**config.mk**
```make
export PLATFORM = sky130hd
export DESIGN_NAME = tee_mul
export DESIGN_NICKNAME = d
export VERILOG_FILES = /design/src/sv/tee_pkg.sv /design/src/sv/tee_mul.sv
export SDC_FILE = /design/constraint.sdc
export NUM_CORES = 2
export LEC_CHECK = 0
export BUFFER_PORTS_ARGS = -buffer_cell sky130_fd_sc_hd__buf_2
export CORE_UTILIZATION = 55
export CTS_CLUSTER_SIZE = 40
export DETAILED_ROUTE_END_ITERATION = 8
export PLACE_DENSITY = 0.82
export SYNTH_ARGS = -nofsm -noshare
export SYNTH_HDL_FRONTEND = slang
export SYNTH_SLANG_ARGS = --single-unit
export TNS_END_PERCENT = 30
```
**constraint.sdc**
```tcl
create_clock -name clock -period 12.41 [get_ports clock]
set_input_delay 2.482 -clock clock [delete_from_list [all_inputs] [get_ports clock]]
set_output_delay 2.482 -clock clock [all_outputs]
set_load 0.02 [all_outputs]
```
**src/sv/tee_pkg.sv**
```systemverilog
// Shared types and constants of the tween easing engine
`default_nettype none
package tee_pkg;
   localparam int MUL_W      = 34;
   localparam int PROD_W     = 68;
   localparam int DIVD_W     = 64;
   localparam int DIVS_W     = 16;
   localparam int DIV_STEPS  = 64;
   localparam int EASE_W     = 19;
   localparam int TAYLOR_TERMS = 12;

   typedef enum logic [1:0] {
      OP_START  = 2'd0,
      OP_REPEAT = 2'd1,
      OP_STOP   = 2'd2,
      OP_ADV    = 2'd3
   } op_type;

   typedef enum logic [1:0] {
      CRV_LINEAR = 2'd0,
      CRV_OUT3   = 2'd1,
      CRV_INOUT3 = 2'd2,
      CRV_SPRING = 2'd3
   } curve_type;

   typedef struct packed {
      logic signed [31:0] start_val;
      logic signed [31:0] target_val;
      logic signed [31:0] present_val;
      logic signed [47:0] start_time;
      logic [15:0]        duration;
      logic [1:0]         curve;
   } slot_rec_type;

   typedef struct packed {
      logic              start;
      logic [DIVD_W-1:0] dividend;
      logic [DIVS_W-1:0] divisor;
   } div_req_type;
endpackage
`default_nettype wire

```
**src/sv/tee_mul.sv**
```systemverilog
// Shared signed multiplier with registered product
`default_nettype none
module tee_mul (
   input  wire logic                              clock,
   input  wire logic signed [tee_pkg::MUL_W-1:0]  a,
   input  wire logic signed [tee_pkg::MUL_W-1:0]  b,
   output logic signed [tee_pkg::PROD_W-1:0]      p
);
   logic signed [tee_pkg::PROD_W-1:0] p_ff;

   always_ff @(posedge clock) begin
      p_ff <= tee_pkg::PROD_W'(a) * tee_pkg::PROD_W'(b);
   end

   assign p = p_ff;
endmodule
`default_nettype wire

```
==> metrics <==
area leader, netlist fa_1; WP data arrival 10.77 ns; Die Area 79400 µm²; DR WL/cell 19.9 µm; vias post-DR between 30000 and 40000; Hold WC Path Type in -> reg; FP Rows between 100 and 150; CTS tree done; CP Class in -> reg; max-slew violation count 0; number of remaining DRC errors 0; H-tree depth 3; most frequent cells in the layout fa_1 (1241), inv_1 (1231), and2_1 (621); setup TNS 0 ns; DRT Wirelength about 110000 µm; area fraction of the dominant cell type after synthesis 57.7%; Die Y about 280 µm; Synth Instances 4554; clk slew on worst S/H paths 0.07 ns; starting density of the core 55.5%; number of detailed-route iterations in the first pass 5; period utilization 84.5%; crit path max fanout 34; maximum clock insertion buffer count 2; Max transition margin 28.4%; unrepaired setup endpoints after global routing false; Synth cell types 69; flip-flop count of the largest register after layout 68; total congestion overflow 0; CTS resizes 0; design area 44500 µm²; Startpoint Class primary input; # setup viols final 0; Post-Syn Area around 43000 µm²; via-per-instance ratio between 5 and 6; clk sinks 68; hold depth 2; ranking of synthesized cells by area fa_1 (58%), inv_1 (11%), and2_1 (9.0%); Final #Nets 6001; Max Freq 95.4 MHz; Post-DP HPWL a little under 90000 µm; CP Capture Type flip-flop; Seq/Total Area, Yosys 3.16%; Main synth FF type dfxtp_1; shortest period the worst path allows 10.48 ns; final worst slack approximately 1.9 ns; initial antenna violation count 10; setup bufs post-CTS 0; Placer Congestion 0.909; EDFF count, synth 0; pre-CTS setup slack 1.54 ns; Async S/R FF share, synth 0%; Post-DRT Antenna Nets 0; share of layout cells above drive strength 1 ~4.4%; worst path required time around 13 ns; Placed Instance Area 44200 µm²; GRT Util Overall between 30% and 40%; Hold Fails Final Rpt 0; outcome finished, final reports clean; Root Driver clkbuf_16; largest net degree at the start of global routing 35; Avg Inst Size Synth ~9.4 µm²; Initial DRC Count 2396; Synth Net Count 6068; first-pass GRT wire length about 180000 µm; vias in the first global route 34300; Yosys warning total 0; max cap viols 0; buffers added on ports 136; commonest non-fill, non-tap cell in the layout fa_1; die span in x 282 µm; Area growth, synth to finish 3.45%; hold path startpoint b[0]; CTS Buf Count 9; CORE AREA about 77000 µm²; Ports 137; Slew @ Worst Pin approximately 1.1 ns; cts hold-fix bufs 0; Hold EP p[0]$_DFF_P_; register bit count reported by yosys 68
-- through the flow --
step | util, % | std cells | hold slack (ns)
2_1_floorplan | - | 4554 | 2.61
3_3_place_gp | 57.1 | 5516 | 2.90
3_5_place_dp | 57.1 | 5516 | 2.90
4_1_cts | 57.5 | 5532 | 2.69
5_1_grt | 57.5 | 5532 | 2.71
6_report | 57.5 | 5534 | 2.69
-- synthesized netlist by cell type, types with 6 or more instances --
cell      instances
o21ai_1           7
inv_1          1231
nand3_1          11
nor2b_1           9
nand2_1         542
a21oi_1          61
xnor2_1          56
fa_1           1241
a211oi_1          6
nand4_1          11
dfxtp_1          68
and2_1          621
o21bai_1         12
nor2_1           54
xor2_1           23
nand2b_1         20
clkbuf_1        214
ha_1            204
a21o_1           37
o21ai_0          31
a31oi_1           7
-- cell families after synthesis --
| group | Yosys count | synth area share (%) |
|---|---|---|
| AND/OR/NAND/NOR | 1296 | 15.4 |
| XOR/XNOR | 79 | 1.61 |
| buffers and inverters | 1460 | 12.8 |
| flip-flops | 68 | 3.16 |
| AO/OA/AOI/OAI | 206 | 3.35 |
| adder cells (fa/ha/maj) | 1445 | 63.7 |
-- cell type report --
| cell class | instances | area (µm²) |
|---|---|---|
| Timing Repair Buffer | 150 | 786 |
| Tap cell | 1040 | 1300 |
| Sequential cell | 68 | 1360 |
| Fill cell | 6535 | 33000 |
| Clock buffer | 10 | 229 |
| Inverter | 1232 | 4620 |
| Antenna cell | 2 | 5.00 |
| Clock inverter | 6 | 65.1 |
| Multi-Input combinational cell | 3026 | 36100 |
-- worst max-delay path, cell delays in order --
cell and delay (ns):
buf_2 0.60, nand2_1 0.27, inv_1 0.15, fa_1 0.41, inv_1 0.24, fa_1 0.54, inv_1 0.17, fa_1 0.48
fa_1 1.21, fa_1 0.59, fa_1 0.51, fa_1 0.49, inv_1 0.06, fa_1 0.47, inv_1 0.04, ha_1 0.39
and2_1 0.27, nand2_1 0.11, o41ai_1 0.55, a31oi_4 0.10, o31ai_4 0.36, a221oi_2 0.11, xnor2_1 0.13
-- per-layer routing --
layer,GRT usage (%),share of wire (%),vias up
li1,-,-,12600
met1,38.2,37,15700
met2,50.2,49,1490
met3,6.42,9.0,379
met4,13.0,4.7,16
met5,0,0.093,-
-- worst max path at each step --
stage	from	endpoint	slack (ns)	cells after the start
final	a[33]	p[66]$_DFF_P_	1.93	23
after global routing	a[33]	p[66]$_DFF_P_	1.55	24
after CTS	a[33]	p[66]$_DFF_P_	1.93	23
after detailed placement	a[33]	p[66]$_DFF_P_	1.54	23
after global placement	b[10]	p[67]$_DFF_P_	1.78	23
after floorplan	a[33]	p[65]$_DFF_P_	2.44	24
Power is left out: the tool's default activity adds up to more than one toggle a clock period on the data nets, which glitch-free logic cannot reach.
