File: src/sv/tee_pkg.sv
// Shared types and constants of the tween easing engine
`default_nettype none
package tee_pkg;
   localparam int MUL_W      = 34;
   localparam int PROD_W     = 68;
   localparam int DIVD_W     = 64;
   localparam int DIVS_W     = 16;
   localparam int DIV_STEPS  = 64;
   localparam int EASE_W     = 19;
   localparam int TAYLOR_TERMS = 12;

   typedef enum logic [1:0] {
      OP_START  = 2'd0,
      OP_REPEAT = 2'd1,
      OP_STOP   = 2'd2,
      OP_ADV    = 2'd3
   } op_type;

   typedef enum logic [1:0] {
      CRV_LINEAR = 2'd0,
      CRV_OUT3   = 2'd1,
      CRV_INOUT3 = 2'd2,
      CRV_SPRING = 2'd3
   } curve_type;

   typedef struct packed {
      logic signed [31:0] start_val;
      logic signed [31:0] target_val;
      logic signed [31:0] present_val;
      logic signed [47:0] start_time;
      logic [15:0]        duration;
      logic [1:0]         curve;
   } slot_rec_type;

   typedef struct packed {
      logic              start;
      logic [DIVD_W-1:0] dividend;
      logic [DIVS_W-1:0] divisor;
   } div_req_type;
endpackage
`default_nettype wire

File: src/sv/tee_slot_store.sv
// Slot record memory with per-slot valid bits
`default_nettype none
module tee_slot_store #(
   parameter int NUM_SLOTS = 8,
   parameter int AW        = 3
) (
   input  wire logic                  clock,
   input  wire logic                  reset,
   input  wire logic                  wr_en,
   input  wire logic [AW-1:0]         wr_addr,
   input  wire tee_pkg::slot_rec_type wr_data,
   input  wire logic [AW-1:0]         rd_addr,
   output tee_pkg::slot_rec_type      rd_data
);
   tee_pkg::slot_rec_type mem [NUM_SLOTS];
   logic [NUM_SLOTS-1:0]  valid_ff;
   tee_pkg::slot_rec_type rd_ff;
   logic                  rd_valid_ff;

   always_ff @(posedge clock) begin
      if (reset) begin
         valid_ff <= '0;
      end else if (wr_en) begin
         valid_ff[wr_addr] <= 1'b1;
      end
      if (wr_en) begin
         mem[wr_addr] <= wr_data;
      end
      rd_ff       <= mem[rd_addr];
      rd_valid_ff <= valid_ff[rd_addr];
   end

   assign rd_data = rd_valid_ff ? rd_ff : '0;
endmodule
`default_nettype wire

File: config.mk
export PLATFORM = sky130hd
export DESIGN_NAME = tee_slot_store
export DESIGN_NICKNAME = d
export VERILOG_FILES = /design/src/sv/tee_pkg.sv /design/src/sv/tee_slot_store.sv
export SDC_FILE = /design/constraint.sdc
export NUM_CORES = 1
export LEC_CHECK = 0
export BUFFER_PORTS_ARGS = -buffer_cell sky130_fd_sc_hd__buf_2
export CELL_PAD_IN_SITES_DETAIL_PLACEMENT = 2
export CELL_PAD_IN_SITES_GLOBAL_PLACEMENT = 2
export CORE_MARGIN = 2
export CORE_UTILIZATION = 52
export CTS_CLUSTER_SIZE = 40
export DETAILED_ROUTE_END_ITERATION = 10
export GPL_TIMING_DRIVEN = 0
export PLACE_DENSITY = 0.89
export SLEW_MARGIN = 20
export SYNTH_ARGS = -nofsm -noshare
export SYNTH_HDL_FRONTEND = slang
export SYNTH_SLANG_ARGS = --single-unit
File: constraint.sdc
create_clock -name clock -period 22.9 [get_ports clock]
set_input_delay 1.145 -clock clock [delete_from_list [all_inputs] [get_ports clock]]
set_output_delay 1.145 -clock clock [all_outputs]
set_load 0.1 [all_outputs]
==> impl_metrics.py <==
metrics = {
    "clock_network": {
        "clkSinkCount": 1467,
        "ctsHoldBuffers": 0,
        "htreeDepth": 4,
        "cts_buffers": 148,
        "clock-root-buffer": "clkbuf_16",
        "cts_tree": "yes",
        "post-cts-setup-buffer-count": 0,
        "cts_resized": 0,
        "cts_buffer_depth": 3,
        "insertion_delay_ps": 780,
        "clkTransAtPathRegs_ps": 60,
    },
    "timing": {
        "setup_violations": 0,
        "drv_slew": 0,
        "tns_ps": 0,
        "tightest_slew_ps": 977,
        "skew_ps": 35.9,
        "fin_crit_ps": 5000,
        "hold_viol_final": 0,
        "max_freq_ghz": 0.200,
        "rsz0062_at_grt": "no",
        "slew_headroom_pct": 34.9,
        "post-route-period-util_pct": 21.8,
    },
    "synthesis": {
        "netlist_area_mm2": 0.0533,
        "synth_cells": 2259,
        "ys_seq_elements": 1467,
        "ys_types": 17,
        "avgSynthCellArea_um2": 23.6,
        "yosysSeqAreaShare_pct": 79.4,
        "synth_fp_nets": 2430,
        "yosysWarnings": 0,
    },
    "detailed_routing": {
        "drc": 0,
        "avgRoutedWirePerCell_um": 40.1,
        "dr_total_vias": 26800,
        "drt_iter0_drc": 2899,
        "detail-route-antenna-nets": 0,
        "drt-pass1-iter-count": 5,
        "wl_um": 172000,
        "vias_per_cell": 6.25,
    },
    "power_and_ir_drop": {
        "p_per_area_mw_per_mm2": 95.8,
        "power_frac_comb_pct": 6.4,
        "internal_power_mw": 4.56,
        "p_total_mw": 5.96,
        "p_leak_nw": 21.0,
        "power_frac_seq_pct": 51.5,
        "sw_frac_of_total_pct": 23.6,
        "clkPwrFrac_pct": 42.1,
        "switching_power_mw": 1.41,
        "irDropWorstVdd_mv": 0.0784,
    },
    "min_path": {
        "min_path_type": "reg2reg",
    },
    "die": {
        "die_w_um": 324,
        "rows": 117,
        "start_util_pct": 52.4,
        "die-area_mm2": 0.105,
        "die_h_um": 324,
        "top_level_ports": 333,
        "core_area_mm2": 0.102,
    },
    "global_routing": {
        "antenna_found_initial": 47,
        "grt_max_degree": 75,
        "grt_pass1_vias": 29000,
        "grtUsageTotal_pct": 32.6,
        "grt_pass1_wl_um": 235000,
        "grt-ovfl-total": 0,
    },
    "worst_setup_path": {
        "critical_path_required_ps": 21760,
        "criticalPathCategory": "reg2out",
        "end_kind": "output pin",
        "cp_slowest_cell": "dfxtp_1",
        "max_stage_delay_ps": 960,
        "setup.worst_path.start_class": "flop",
        "worstPathCellList": "clkbuf_2 -> clkbuf_1 -> and2_1 -> buf_2",
        "cp_max_fo": 11,
        "arrival_ps": 3850,
    },
    "cells_and_area": {
        "area_delta_synth_final_pct": 16.8,
        "fillCellCount": 7911,
        "final_cell_mix": "edfxtp_1 (1296), buf_2 (368), mux4_2 (326)",
        "drive_above_1_share_pct": 38.5,
        "final_common_cell": "edfxtp_1",
        "fin_nets": 2934,
    },
    "place": {
        "place_congestion": 0.732,
        "dp_hpwl_um": 95700,
        "io_buffers": 328,
    },
    "job": {
        "drv_cap": 0,
    },
    "run_status": {
        "status": "finished clean",
    },
}
power groups by stage:
| stage | Clock (mW) | Sequential, mW | Combinational (mW) |
|---|---|---|---|
| global placement | 0 | 3.12 | 0.335 |
| global route | 2.62 | 3.08 | 0.398 |
| CTS | 2.51 | 3.07 | 0.383 |
| detailed placement | 0 | 3.12 | 0.371 |
| floorplan | 0 | 3.10 | 0.235 |
| finish | 2.51 | 3.07 | 0.382 |
sequential cells by signal, indices dropped and copies added (netlist names):
name         count
rd_valid_ff      1
rd_ff          162
mem           1296
valid_ff         8
layer usage:
metal,vias up,part of all wire [%],GRT usage [%]
met4,22,3.9,12.8
met5,-,0.086,0
li1,10400,-,-
met2,1407,52,56.3
met3,348,6.8,5.93
met1,14700,37,41.3
worst paths after layout:
check | start | endpoint | slack [ps] | depth (start not counted)
setup / recovery | rd_valid_ff | rd_data[92] | 17900 | 4
hold / removal | valid_ff[4] | valid_ff[4] | 480 | 2
setup reg to reg | mem[7][159] | rd_ff[159] | 21300 | 2
hold reg to reg | valid_ff[4] | valid_ff[4] | 480 | 2
logic make-up after synthesis:
| logic type | after synthesis | synth area share, % |
|---|---|---|
| DFF | 1467 | 79.4 |
| and+or+nand+nor | 173 | 2.06 |
| muxes | 489 | 17.2 |
| buffers and inverters | 122 | 1.19 |
| AOI/OAI and AO/OA | 8 | 0.0822 |
final cells by class:
type / instances / area [µm²] / share of cell area (%)
multi-input combinational: 670 / 10300 / 16.6
inverter: 14 / 105 / 0.169
timing repair buffer: 354 / 2290 / 3.68
clock buffer: 225 / 4350 / 7.00
tap: 1368 / 1710 / 2.75
clock inverter: 47 / 429 / 0.690
sequential: 1467 / 42300 / 68.0
antenna: 35 / 87.6 / 0.141
buffer: 108 / 584 / 0.939
cells in the mapped netlist (all sizes together):
library cell / n / area share (%)
a21oi: 7 / 0.066
a41oi: 1 / 0.016
and2: 162 / 1.9
buf: 62 / 0.77
clkbuf: 46 / 0.32
dfxtp: 171 / 6.4
edfxtp: 1296 / 73
inv: 14 / 0.099
mux2: 163 / 3.4
mux4: 326 / 14
nand2: 2 / 0.014
nand4b: 3 / 0.049
nand4bb: 3 / 0.063
nor2: 2 / 0.014
or4b: 1 / 0.019
critical path, delay by kind of cell (launching register included):
kind	cells	cell delay, ps
flip-flops	1	960
AND/OR/NAND/NOR	1	370
buffers and inverters	3	1740
metrics by stage:
stage	area [µm²]	util, %	cells	setup slack (ps)	hold slack (ps)
after global routing	62200	61.1	4276	17880	514
after CTS	62100	61.1	4253	17790	479
after floorplan	53300	-	2259	14210	422
after global placement	56600	55.7	3955	6290	432
final	62200	61.2	4288	17900	482
after detailed placement	57400	56.4	3981	18680	488
Note: power is estimated with default switching activity, not from simulation.
