[src/sv/tee_pkg.sv]
// Shared types and constants of the tween easing engine
`default_nettype none
package tee_pkg;
   localparam int MUL_W      = 34;
   localparam int PROD_W     = 68;
   localparam int DIVD_W     = 64;
   localparam int DIVS_W     = 16;
   localparam int DIV_STEPS  = 64;
   localparam int EASE_W     = 19;
   localparam int TAYLOR_TERMS = 12;

   typedef enum logic [1:0] {
      OP_START  = 2'd0,
      OP_REPEAT = 2'd1,
      OP_STOP   = 2'd2,
      OP_ADV    = 2'd3
   } op_type;

   typedef enum logic [1:0] {
      CRV_LINEAR = 2'd0,
      CRV_OUT3   = 2'd1,
      CRV_INOUT3 = 2'd2,
      CRV_SPRING = 2'd3
   } curve_type;

   typedef struct packed {
      logic signed [31:0] start_val;
      logic signed [31:0] target_val;
      logic signed [31:0] present_val;
      logic signed [47:0] start_time;
      logic [15:0]        duration;
      logic [1:0]         curve;
   } slot_rec_type;

   typedef struct packed {
      logic              start;
      logic [DIVD_W-1:0] dividend;
      logic [DIVS_W-1:0] divisor;
   } div_req_type;
endpackage
`default_nettype wire

[src/sv/tee_div.sv]
// Restoring divider, one quotient bit per cycle
`default_nettype none
module tee_div (
   input  wire logic                       clock,
   input  wire logic                       reset,
   input  wire tee_pkg::div_req_type       req,
   output logic                            done,
   output logic [tee_pkg::DIVD_W-1:0]      quotient
);
   logic                          busy_ff, busy_in;
   logic                          done_ff, done_in;
   logic [6:0]                    cnt_ff, cnt_in;
   logic [tee_pkg::DIVS_W-1:0]    rem_ff, rem_in;
   logic [tee_pkg::DIVD_W-1:0]    quo_ff, quo_in;
   logic [tee_pkg::DIVS_W-1:0]    dvs_ff, dvs_in;
   logic [tee_pkg::DIVS_W:0]      rem_sh;
   logic [tee_pkg::DIVS_W:0]      rem_sub;

   always_comb begin
      busy_in = busy_ff;
      done_in = 1'b0;
      cnt_in  = cnt_ff;
      rem_in  = rem_ff;
      quo_in  = quo_ff;
      dvs_in  = dvs_ff;
      rem_sh  = {rem_ff, quo_ff[tee_pkg::DIVD_W-1]};
      rem_sub = rem_sh - {1'b0, dvs_ff};
      if (req.start) begin
         busy_in = 1'b1;
         cnt_in  = 7'(tee_pkg::DIV_STEPS);
         rem_in  = '0;
         quo_in  = req.dividend;
         dvs_in  = req.divisor;
      end else if (busy_ff) begin
         if (rem_sh >= {1'b0, dvs_ff}) begin
            rem_in = rem_sub[tee_pkg::DIVS_W-1:0];
            quo_in = {quo_ff[tee_pkg::DIVD_W-2:0], 1'b1};
         end else begin
            rem_in = rem_sh[tee_pkg::DIVS_W-1:0];
            quo_in = {quo_ff[tee_pkg::DIVD_W-2:0], 1'b0};
         end
         cnt_in = cnt_ff - 7'd1;
         if (cnt_ff == 7'd1) begin
            busy_in = 1'b0;
            done_in = 1'b1;
         end
      end
   end

   always_ff @(posedge clock) begin
      if (reset) begin
         busy_ff <= 1'b0;
         done_ff <= 1'b0;
         cnt_ff  <= '0;
      end else begin
         busy_ff <= busy_in;
         done_ff <= done_in;
         cnt_ff  <= cnt_in;
      end
      rem_ff <= rem_in;
      quo_ff <= quo_in;
      dvs_ff <= dvs_in;
   end

   assign done     = done_ff;
   assign quotient = quo_ff;
endmodule
`default_nettype wire

[config.mk]
export PLATFORM = sky130hd
export DESIGN_NAME = tee_div
export DESIGN_NICKNAME = d
export VERILOG_FILES = /design/src/sv/tee_pkg.sv /design/src/sv/tee_div.sv
export SDC_FILE = /design/constraint.sdc
export NUM_CORES = 1
export LEC_CHECK = 0
export BUFFER_PORTS_ARGS = -buffer_cell sky130_fd_sc_hd__buf_2
export CORE_ASPECT_RATIO = 1.2
export CORE_MARGIN = 2
export CORE_UTILIZATION = 53
export CTS_CLUSTER_SIZE = 20
export DETAILED_ROUTE_END_ITERATION = 10
export PLACE_DENSITY = 0.87
export SYNTH_ARGS = -nofsm -noshare
export SYNTH_HDL_FRONTEND = slang
export SYNTH_SLANG_ARGS = --single-unit
[constraint.sdc]
create_clock -name clock -period 3.05 [get_ports clock]
set_clock_uncertainty 0.2 [all_clocks]
set_input_delay 0.1525 -clock clock [delete_from_list [all_inputs] [get_ports clock]]
set_output_delay 0.1525 -clock clock [all_outputs]
set_load 0.02 [all_outputs]
==> reports/qor.yml, run 1 <==
outcome: "complete, no violations"
grt_pass1_vias: 4805
cts_buffers: 9
globalRouteOverflowTotal: 0
syn_to_final_growth_pct: 37.76
critPathSlowestCell: "and3_1"
crit_path_frequent_cell: "a211oi_1"
clkTransAtPathRegs_ns: 0.08
root_buffer: "clkbuf_16"
switchingPower_mw: 1.044
ant_nets: 0
hold_viol: 0
synth_simple_gate_area_share_pct: 10.10
layout-drive-gt1-share_pct: 35.97
cts_buffer_depth: 2
crit_path_start_kind: "register"
dp_hpwl_microns: 9019
drc: 0
synth_flop_cell: "edfxtp_1"
timing.final.ws_setup_ns: 0.2761
synth_warnings: 0
synthMuxAreaShare_pct: 14.55
min_period_over_period_pct: 90.95
synth_compound_area_share_pct: 9.936
die_x_microns: 95.19
cts_tree: "done"
synth-seq-cells: 105
cts_setup_buffers: 0
vias_per_cell: 5.797
io_buffers: 147
gp_congestion: 0.8997
multiInputGateArea_sq_um: 2197
fin_nets: 767
rsz0062_at_grt: "false"
ys_types: 50
worst_pin_slew_ns: 0.5831
syn_area_sq_um: 5289
fmax_ghz: 0.3605
synth_fa_ha_area_share_pct: 4.637
grt_max_degree: 65
core_sq_um: 9613
seq_area_sq_um: 2903
synth_cells: 437
worstPathRequired_ns: 3.11
power.density_nw_per_um2: 509.5
clock_latency_ns: 0.36
crit_path_max_incr_delay_ns: 0.43
seq_power_share_pct: 47.8
drt_iter0_drc: 377
cp_max_fo: 10
slew_viol_final: 0
crit_type: "register to register"
grt_pass1_wl_microns: 24290
final_common_cell: "buf_2"
fill_cells: 552
path_cells: "inv_1 > ha_1 > a211oi_1 > and3_1 > nor2_1 > a221oi_2 > buf_4 > mux2i_1 > a211oi_1"
postCtsHoldBufs: 81
synth_xor_area_share_pct: 2.318
vdd_drop_max_mv: 0.3532
clock-sinks: 105
die_area_sq_um: 10800
grt_usage_pct: 29.70
drv_cap: 0
syn_area_per_cell_sq_um: 12.10
swShare_pct: 28.12
ys_seq_area_share_pct: 54.89
synth_edf_count: 80
start_util_pct: 55.02
num_io_pins: 148
worstHoldPathType: "primary input to register"
first_pass_iters: 7
clockPowerShare_pct: 32.0
antennaDiodeCount: 0
p_leak_nw: 3.073
dp_slack_ns: 0.3367
layout_common_cells: "buf_2 (146), dlygate4sd3_1 (81), edfxtp_1 (80)"
end_kind: "register"
synth_fp_nets: 539
htree_levels: 3
antenna_found_initial: 0
via_count: 4597
rows: 39
relSlewSlack_pct: 61.13
die_h_microns: 113.4
setup_violations: 0
wire_per_inst_microns: 19.86
setup_tns_ns: 0
ctsResizeCount: 0
synth_top_family_by_area: "multiplexers"
min_period_ns: 2.774
final_area_sq_um: 7286
crit_arrival_ns: 2.83
placed_area_sq_um: 6178
internal-power_mw: 2.668
wl_microns: 15750
p_comb_share_pct: 20.3
async_reset_ff_share_pct: 0
path summary, 6_finish.rpt:
kind,to,start,slack [ns],depth (start not counted)
min reg2reg,rem_ff[9],rem_ff[9],0.30,2
max,rem_ff[6],dvs_ff[15],0.28,9
max reg2reg,rem_ff[6],dvs_ff[15],0.28,9
min,dvs_ff[0],req[80],0.13,1
cell type report:
type,count,share of cell area [%]
Tap cell,123,2.112
Sequential cell,105,39.84
Clock inverter,6,0.9274
Clock buffer,10,3.143
Timing Repair Buffer,237,22.53
Inverter,25,1.288
Multi-Input combinational cell,287,30.16
power groups by stage:
stage / Sequential (mW) / Combinational [mW] / Clock, mW
global route: 1.78 / 0.798 / 1.24
floorplan: 1.89 / 0.303 / 0
finish: 1.77 / 0.752 / 1.19
CTS: 1.76 / 0.720 / 1.18
global placement: 1.78 / 0.617 / 0
detailed placement: 1.79 / 0.637 / 0
layer usage:
layer	GRT usage (%)	up-vias	share of wire (%)
met3	8.388	48	7.6
met2	50.52	258	51
met5	0	-	0
li1	-	2094	-
met4	12.95	0	3.8
met1	34.71	2197	37
critical path: cells and delay by family, from the launching register on:
family	cells	cell delay (ns)
AND/OR/NAND/NOR	2	0.53
buffers and inverters	2	0.26
flip-flops	1	0.37
multiplexers	1	0.08
AO/OA/AOI/OAI	3	0.98
adder cells (fa/ha/maj)	1	0.26
flip-flops by register name (all words and copies together), names as in the netlist:
signal,cells
rem_ff,16
dvs_ff,16
busy_ff,1
cnt_ff,7
quotient,64
done,1
cells in the mapped netlist, drive strengths merged, types with 8 or more instances:
cell | n | area, sq um
edfxtp | 80 | 2402
mux2 | 63 | 709.4
nor2 | 31 | 116.4
nand2 | 27 | 101.4
dfxtp | 25 | 500.5
inv | 25 | 93.84
ha | 18 | 225.2
a21oi | 17 | 92.59
o21ai | 17 | 85.08
clkbuf | 16 | 60.06
nand3 | 12 | 60.06
xnor2 | 8 | 70.07
cell families (layout without fill, tap and decap cells):
| logic type | count (synthesis) | in the layout |
|---|---|---|
| simple gates | 108 | 108 |
| flops | 105 | 105 |
| compound gates | 77 | 77 |
| mux | 69 | 69 |
| buf+inv | 45 | 278 |
| fa+ha+maj | 19 | 19 |
| xor+xnor | 14 | 14 |
per-stage QoR:
| step | cells | power [mW] | util, % | hold slack, ns |
|---|---|---|---|---|
| CTS | 793 | 3.660 | 75.79 | 0.1149 |
| global placement | 696 | 2.400 | 64.27 | 0.1320 |
| detailed placement | 696 | 2.424 | 64.27 | 0.1313 |
| finish | 793 | 3.712 | 75.79 | 0.1269 |
| floorplan | 437 | 2.194 | - | 0.02488 |
| global route | 793 | 3.819 | 75.79 | 0.1386 |
(Power assumes the default switching activity.)
==> run 2: changes to the inputs <==
--- a/config.mk
+++ b/config.mk
@@ -11,6 +11,7 @@
 export CORE_UTILIZATION = 53
 export CTS_CLUSTER_SIZE = 20
 export DETAILED_ROUTE_END_ITERATION = 10
+export GPL_TIMING_DRIVEN = 0
 export PLACE_DENSITY = 0.87
 export SYNTH_ARGS = -nofsm -noshare
 export SYNTH_HDL_FRONTEND = slang
==> reports/qor.yml, run 2 (synthesis gave the netlist of run 1 again) <==
drt_iter0_drc: 503
drv_cap: 0
seq_power_share_pct: 47.3
ant_nets: 0
fill_cells: 545
internal-power_mw: 2.671
htree_levels: 3
vias_per_cell: 5.803
num_io_pins: 148
globalRouteOverflowTotal: 0
cts_buffers: 9
worst_pin_slew_ns: 0.6609
wl_microns: 16970
cts_tree: "done"
r2r_slack_ns: 0.05
cts_buffer_depth: 2
antenna_found_initial: 1
grt_pass1_wl_microns: 25690
p_leak_nw: 3.071
fmax_ghz: 0.3333
fin_nets: 780
crit_path_start_kind: "register"
crit_arrival_ns: 2.86
end_kind: "register"
root_buffer: "clkbuf_16"
clock-sinks: 105
io_buffers: 147
relSlewSlack_pct: 55.32
worstHoldPathType: "primary input to register"
largest_register_ffs: 64
min_period_over_period_pct: 98.38
grt_pass1_vias: 4936
crit_type: "register to register"
clockPowerShare_pct: 32.3
path_cells: "inv_1 > ha_2 > a21oi_2 > o22ai_1 > a221o_1 > a221oi_4 > buf_6 > buf_4 > o21ai_0"
grt_usage_pct: 31.50
clock_latency_ns: 0.35
clkTransAtPathRegs_ns: 0.07
setup_violations: 0
start_util_pct: 55.02
drc: 0
wire_per_inst_microns: 21.03
via_count: 4683
hold_viol: 0
crit_path_max_incr_delay_ns: 0.42
first_pass_iters: 5
dp_hpwl_microns: 9823
core_sq_um: 9613
worstPathRequired_ns: 2.91
power.density_nw_per_um2: 511.3
p_comb_share_pct: 20.4
critPathSlowestCell: "a221o_1"
cp_max_fo: 10
final_common_cell: "buf_2"
slew_viol_final: 0
swShare_pct: 28.79
vdd_drop_max_mv: 0.3634
rows: 39
grt_max_degree: 40
outcome: "complete, no violations"
min_period_ns: 3.000
utilization_pct: 76.32
die_x_microns: 95.19
switchingPower_mw: 1.080
gp_congestion: 0.9184
die_h_microns: 113.4
layout-drive-gt1-share_pct: 35.14
syn_to_final_growth_pct: 38.73
die_area_sq_um: 10800
setup_tns_ns: 0
hold_slack_ns: 0.08780
layout_common_cells: "buf_2 (148), dlygate4sd3_1 (81), edfxtp_1 (80)"
[run 2: worst paths after layout]
kind / start / end / cells past startpoint
hold / removal: req[80] / dvs_ff[4] / 1
hold reg to reg: rem_ff[9] / rem_ff[9] / 2
setup / recovery: dvs_ff[8] / quotient[0] / 9
setup reg to reg: dvs_ff[8] / quotient[0] / 9
[run 2: critical path: cells and delay by family (launching register included)]
kind | cells | cell delay [ns]
adders and majority gates | 1 | 0.32
AOI/OAI and AO/OA | 5 | 1.31
DFF | 1 | 0.38
buffers and inverters | 3 | 0.48
[run 2: power by group through the flow]
stage	Combinational, mW	Sequential (mW)	Clock, mW
floorplan	0.303	1.89	0
global placement	0.616	1.78	0
detailed placement	0.645	1.79	0
CTS	0.728	1.76	1.17
global route	0.815	1.78	1.25
finish	0.767	1.77	1.21
[run 2: through the flow]
step	area (sq um)	std cells	total power [mW]	worst slack [ns]
finish	7337	807	3.751	0.04951
global route	7337	807	3.845	-0.002336
global placement	6178	707	2.400	-0.7263
floorplan	5289	437	2.194	0.2612
detailed placement	6198	708	2.431	0.08373
CTS	7303	805	3.660	0.05596
[run 2: layer usage]
layer | track usage [%] | wire length (microns) | up-vias
met5 | 0 | 0 | -
met4 | 12.85 | 565 | 0
met3 | 8.388 | 1332 | 47
met2 | 54.18 | 8650 | 267
met1 | 37.01 | 6425 | 2260
li1 | - | - | 2109
[run 2: layout make-up]
cell class	instances	area, sq um	share of cell area [%]
clock inverter	5	61.31	0.8356
antenna	1	2.502	0.03411
tap	123	153.9	2.098
buffer	20	95.09	1.296
timing repair buffer	230	1574	21.45
sequential	105	2903	39.56
multi-input combinational	287	2221	30.27
clock buffer	11	232.7	3.172
inverter	25	93.84	1.279
[run 2: what timing repair did]
item / CTS / global route
setup endpoints to repair: 0 / 7
setup buffers: 0 / 1
gates resized for setup: 0 / 4
hold endpoints to repair: 82 / 0
hold buffers: 81 / 0
==> run 3: changes to the inputs <==
--- a/config.mk
+++ b/config.mk
@@ -8,11 +8,12 @@
 export BUFFER_PORTS_ARGS = -buffer_cell sky130_fd_sc_hd__buf_2
 export CORE_ASPECT_RATIO = 1.2
 export CORE_MARGIN = 2
-export CORE_UTILIZATION = 53
+export CORE_UTILIZATION = 57
+export CTS_CLUSTER_DIAMETER = 120
 export CTS_CLUSTER_SIZE = 20
 export DETAILED_ROUTE_END_ITERATION = 10
 export GPL_TIMING_DRIVEN = 0
-export PLACE_DENSITY = 0.87
+export PLACE_DENSITY = 0.92
 export SYNTH_ARGS = -nofsm -noshare
 export SYNTH_HDL_FRONTEND = slang
 export SYNTH_SLANG_ARGS = --single-unit
==> constraint.sdc (replaced) <==
create_clock -name clock -period 3.5 [get_ports clock]
set_clock_uncertainty 0.2 [all_clocks]
set_input_delay 0.175 -clock clock [delete_from_list [all_inputs] [get_ports clock]]
set_output_delay 0.175 -clock clock [all_outputs]
set_load 0.02 [all_outputs]
==> reports/qor.yml, run 3 (synthesis gave the netlist of run 1 again) <==
core_sq_um: 9034
min_to: "dvs_ff[6]"
clock-sinks: 105
clkTransAtPathRegs_ns: 0.11
slew_viol_final: 0
cts_buffer_depth: 2
layout_common_cells: "buf_2 (148), dlygate4sd3_1 (81), edfxtp_1 (80)"
antenna_found_initial: 2
min_from: "req[80]"
cp_max_fo: 10
num_io_pins: 148
grt_pass1_vias: 4943
min_period_ns: 3.208
r2r_slack_ns: 0.29
worst_pin_slew_ns: 0.7344
end_kind: "register"
gp_congestion: 0.9482
crit_type: "register to register"
layout-drive-gt1-share_pct: 34.60
placed_area_sq_um: 6195
drc: 0
rows: 38
path_cells: "inv_1 > ha_1 > a211oi_1 > and3_1 > buf_2 > nor2_1 > a221oi_2 > buf_6 > buf_4 > o21ai_0"
largest_register_ffs: 64
cts_tree: "done"
start_util_pct: 58.55
worstHoldPathType: "primary input to register"
reg2regPathDepth: 10
dp_hpwl_microns: 10070
die_area_sq_um: 10070
grt_pass1_wl_microns: 25640
root_buffer: "clkbuf_8"
syn_to_final_growth_pct: 35.77
hold_slack_ns: 0.08426
cts_buffers: 9
final_common_cell: "buf_2"
utilization_pct: 79.49
outcome: "complete, no violations"
io_buffers: 147
crit_path_max_incr_delay_ns: 0.44
ant_nets: 0
hold_viol: 0
wl_microns: 16740
rsz0062_at_grt: "false"
min_period_over_period_pct: 91.66
relSlewSlack_pct: 50.97
fmax_ghz: 0.3117
via_count: 4809
first_pass_iters: 5
vias_per_cell: 5.981
grt_max_degree: 35
fin_nets: 779
clock_latency_ns: 0.37
critPathSlowestCell: "edfxtp_1"
r2r-start: "dvs_ff[15]"
htree_levels: 3
final_area_sq_um: 7181
worstPathRequired_ns: 3.37
die_x_microns: 91.93
p_leak_nw: 3.007
grt_usage_pct: 33.52
r2r-end: "quotient[0]"
drt_iter0_drc: 513
die_h_microns: 109.5
drv_cap: 0
wire_per_inst_microns: 20.82
power.density_nw_per_um2: 408.7
vdd_drop_max_mv: 0.2641
crit_path_start_kind: "register"
cts_setup_buffers: 0
globalRouteOverflowTotal: 0
finalPower_mw: 2.935
whs_path_depth: 1
crit_arrival_ns: 3.08
setup_violations: 0
[run 3: how the worst max path moves through the flow]
stage / depth (start not counted) / to / start
floorplan: 4 / quotient[0] / busy_ff
global placement: 5 / quotient[38] / req[80]
detailed placement: 9 / quotient[0] / dvs_ff[8]
CTS: 9 / quotient[0] / dvs_ff[8]
global route: 10 / quotient[0] / dvs_ff[15]
finish: 10 / quotient[0] / dvs_ff[15]
[run 3: power by group]
group	internal, mW	switching [mW]
logic	0.293	0.380
clock network	0.262	0.455
registers	1.47	0.0736
[run 3: worst max-delay path: cells and delay by family (launching register included)]
kind                     cells  cell delay (ns)
buffers and inverters        4             0.71
adder cells (fa/ha/maj)      1             0.26
AO/OA/AOI/OAI                3             0.96
AND/OR/NAND/NOR              2             0.33
flip-flops                   1             0.44
[run 3: layer usage]
| layer | vias to the layer above | global-route usage (%) | wire [microns] |
|---|---|---|---|
| met1 | 2303 | 38.02 | 5890 |
| met5 | - | 0 | 0 |
| li1 | 2111 | - | - |
| met2 | 327 | 60.66 | 8487 |
| met3 | 68 | 6.991 | 1484 |
| met4 | 0 | 15.99 | 875 |
[run 3: area by class of cell]
type	instances	area (sq um)
Antenna cell	2	5.005
Buffer	20	95.09
Clock buffer	10	127.6
Clock inverter	6	42.54
Fill cell	511	1853
Inverter	25	93.84
Multi-Input combinational cell	287	2197
Sequential cell	105	2903
Tap cell	120	150.1
Timing Repair Buffer	229	1567
[run 3: stage by stage]
stage | worst slack, ns | instances | TNS [ns]
after global routing | 0.1468 | 804 | 0
final | 0.2918 | 804 | 0
after floorplan | 0.7112 | 437 | 0
after global placement | -0.2230 | 704 | -14.09
after CTS | 0.4689 | 802 | 0
after detailed placement | 0.4778 | 705 | 0
[run 3: repair_timing]
item | 4_1_cts | 5_1_grt
hold endpoints to repair | 82 | 0
endpoints found under the setup margin | 0 | 0
hold buffers | 81 | 0
resized for setup | 0 | 0
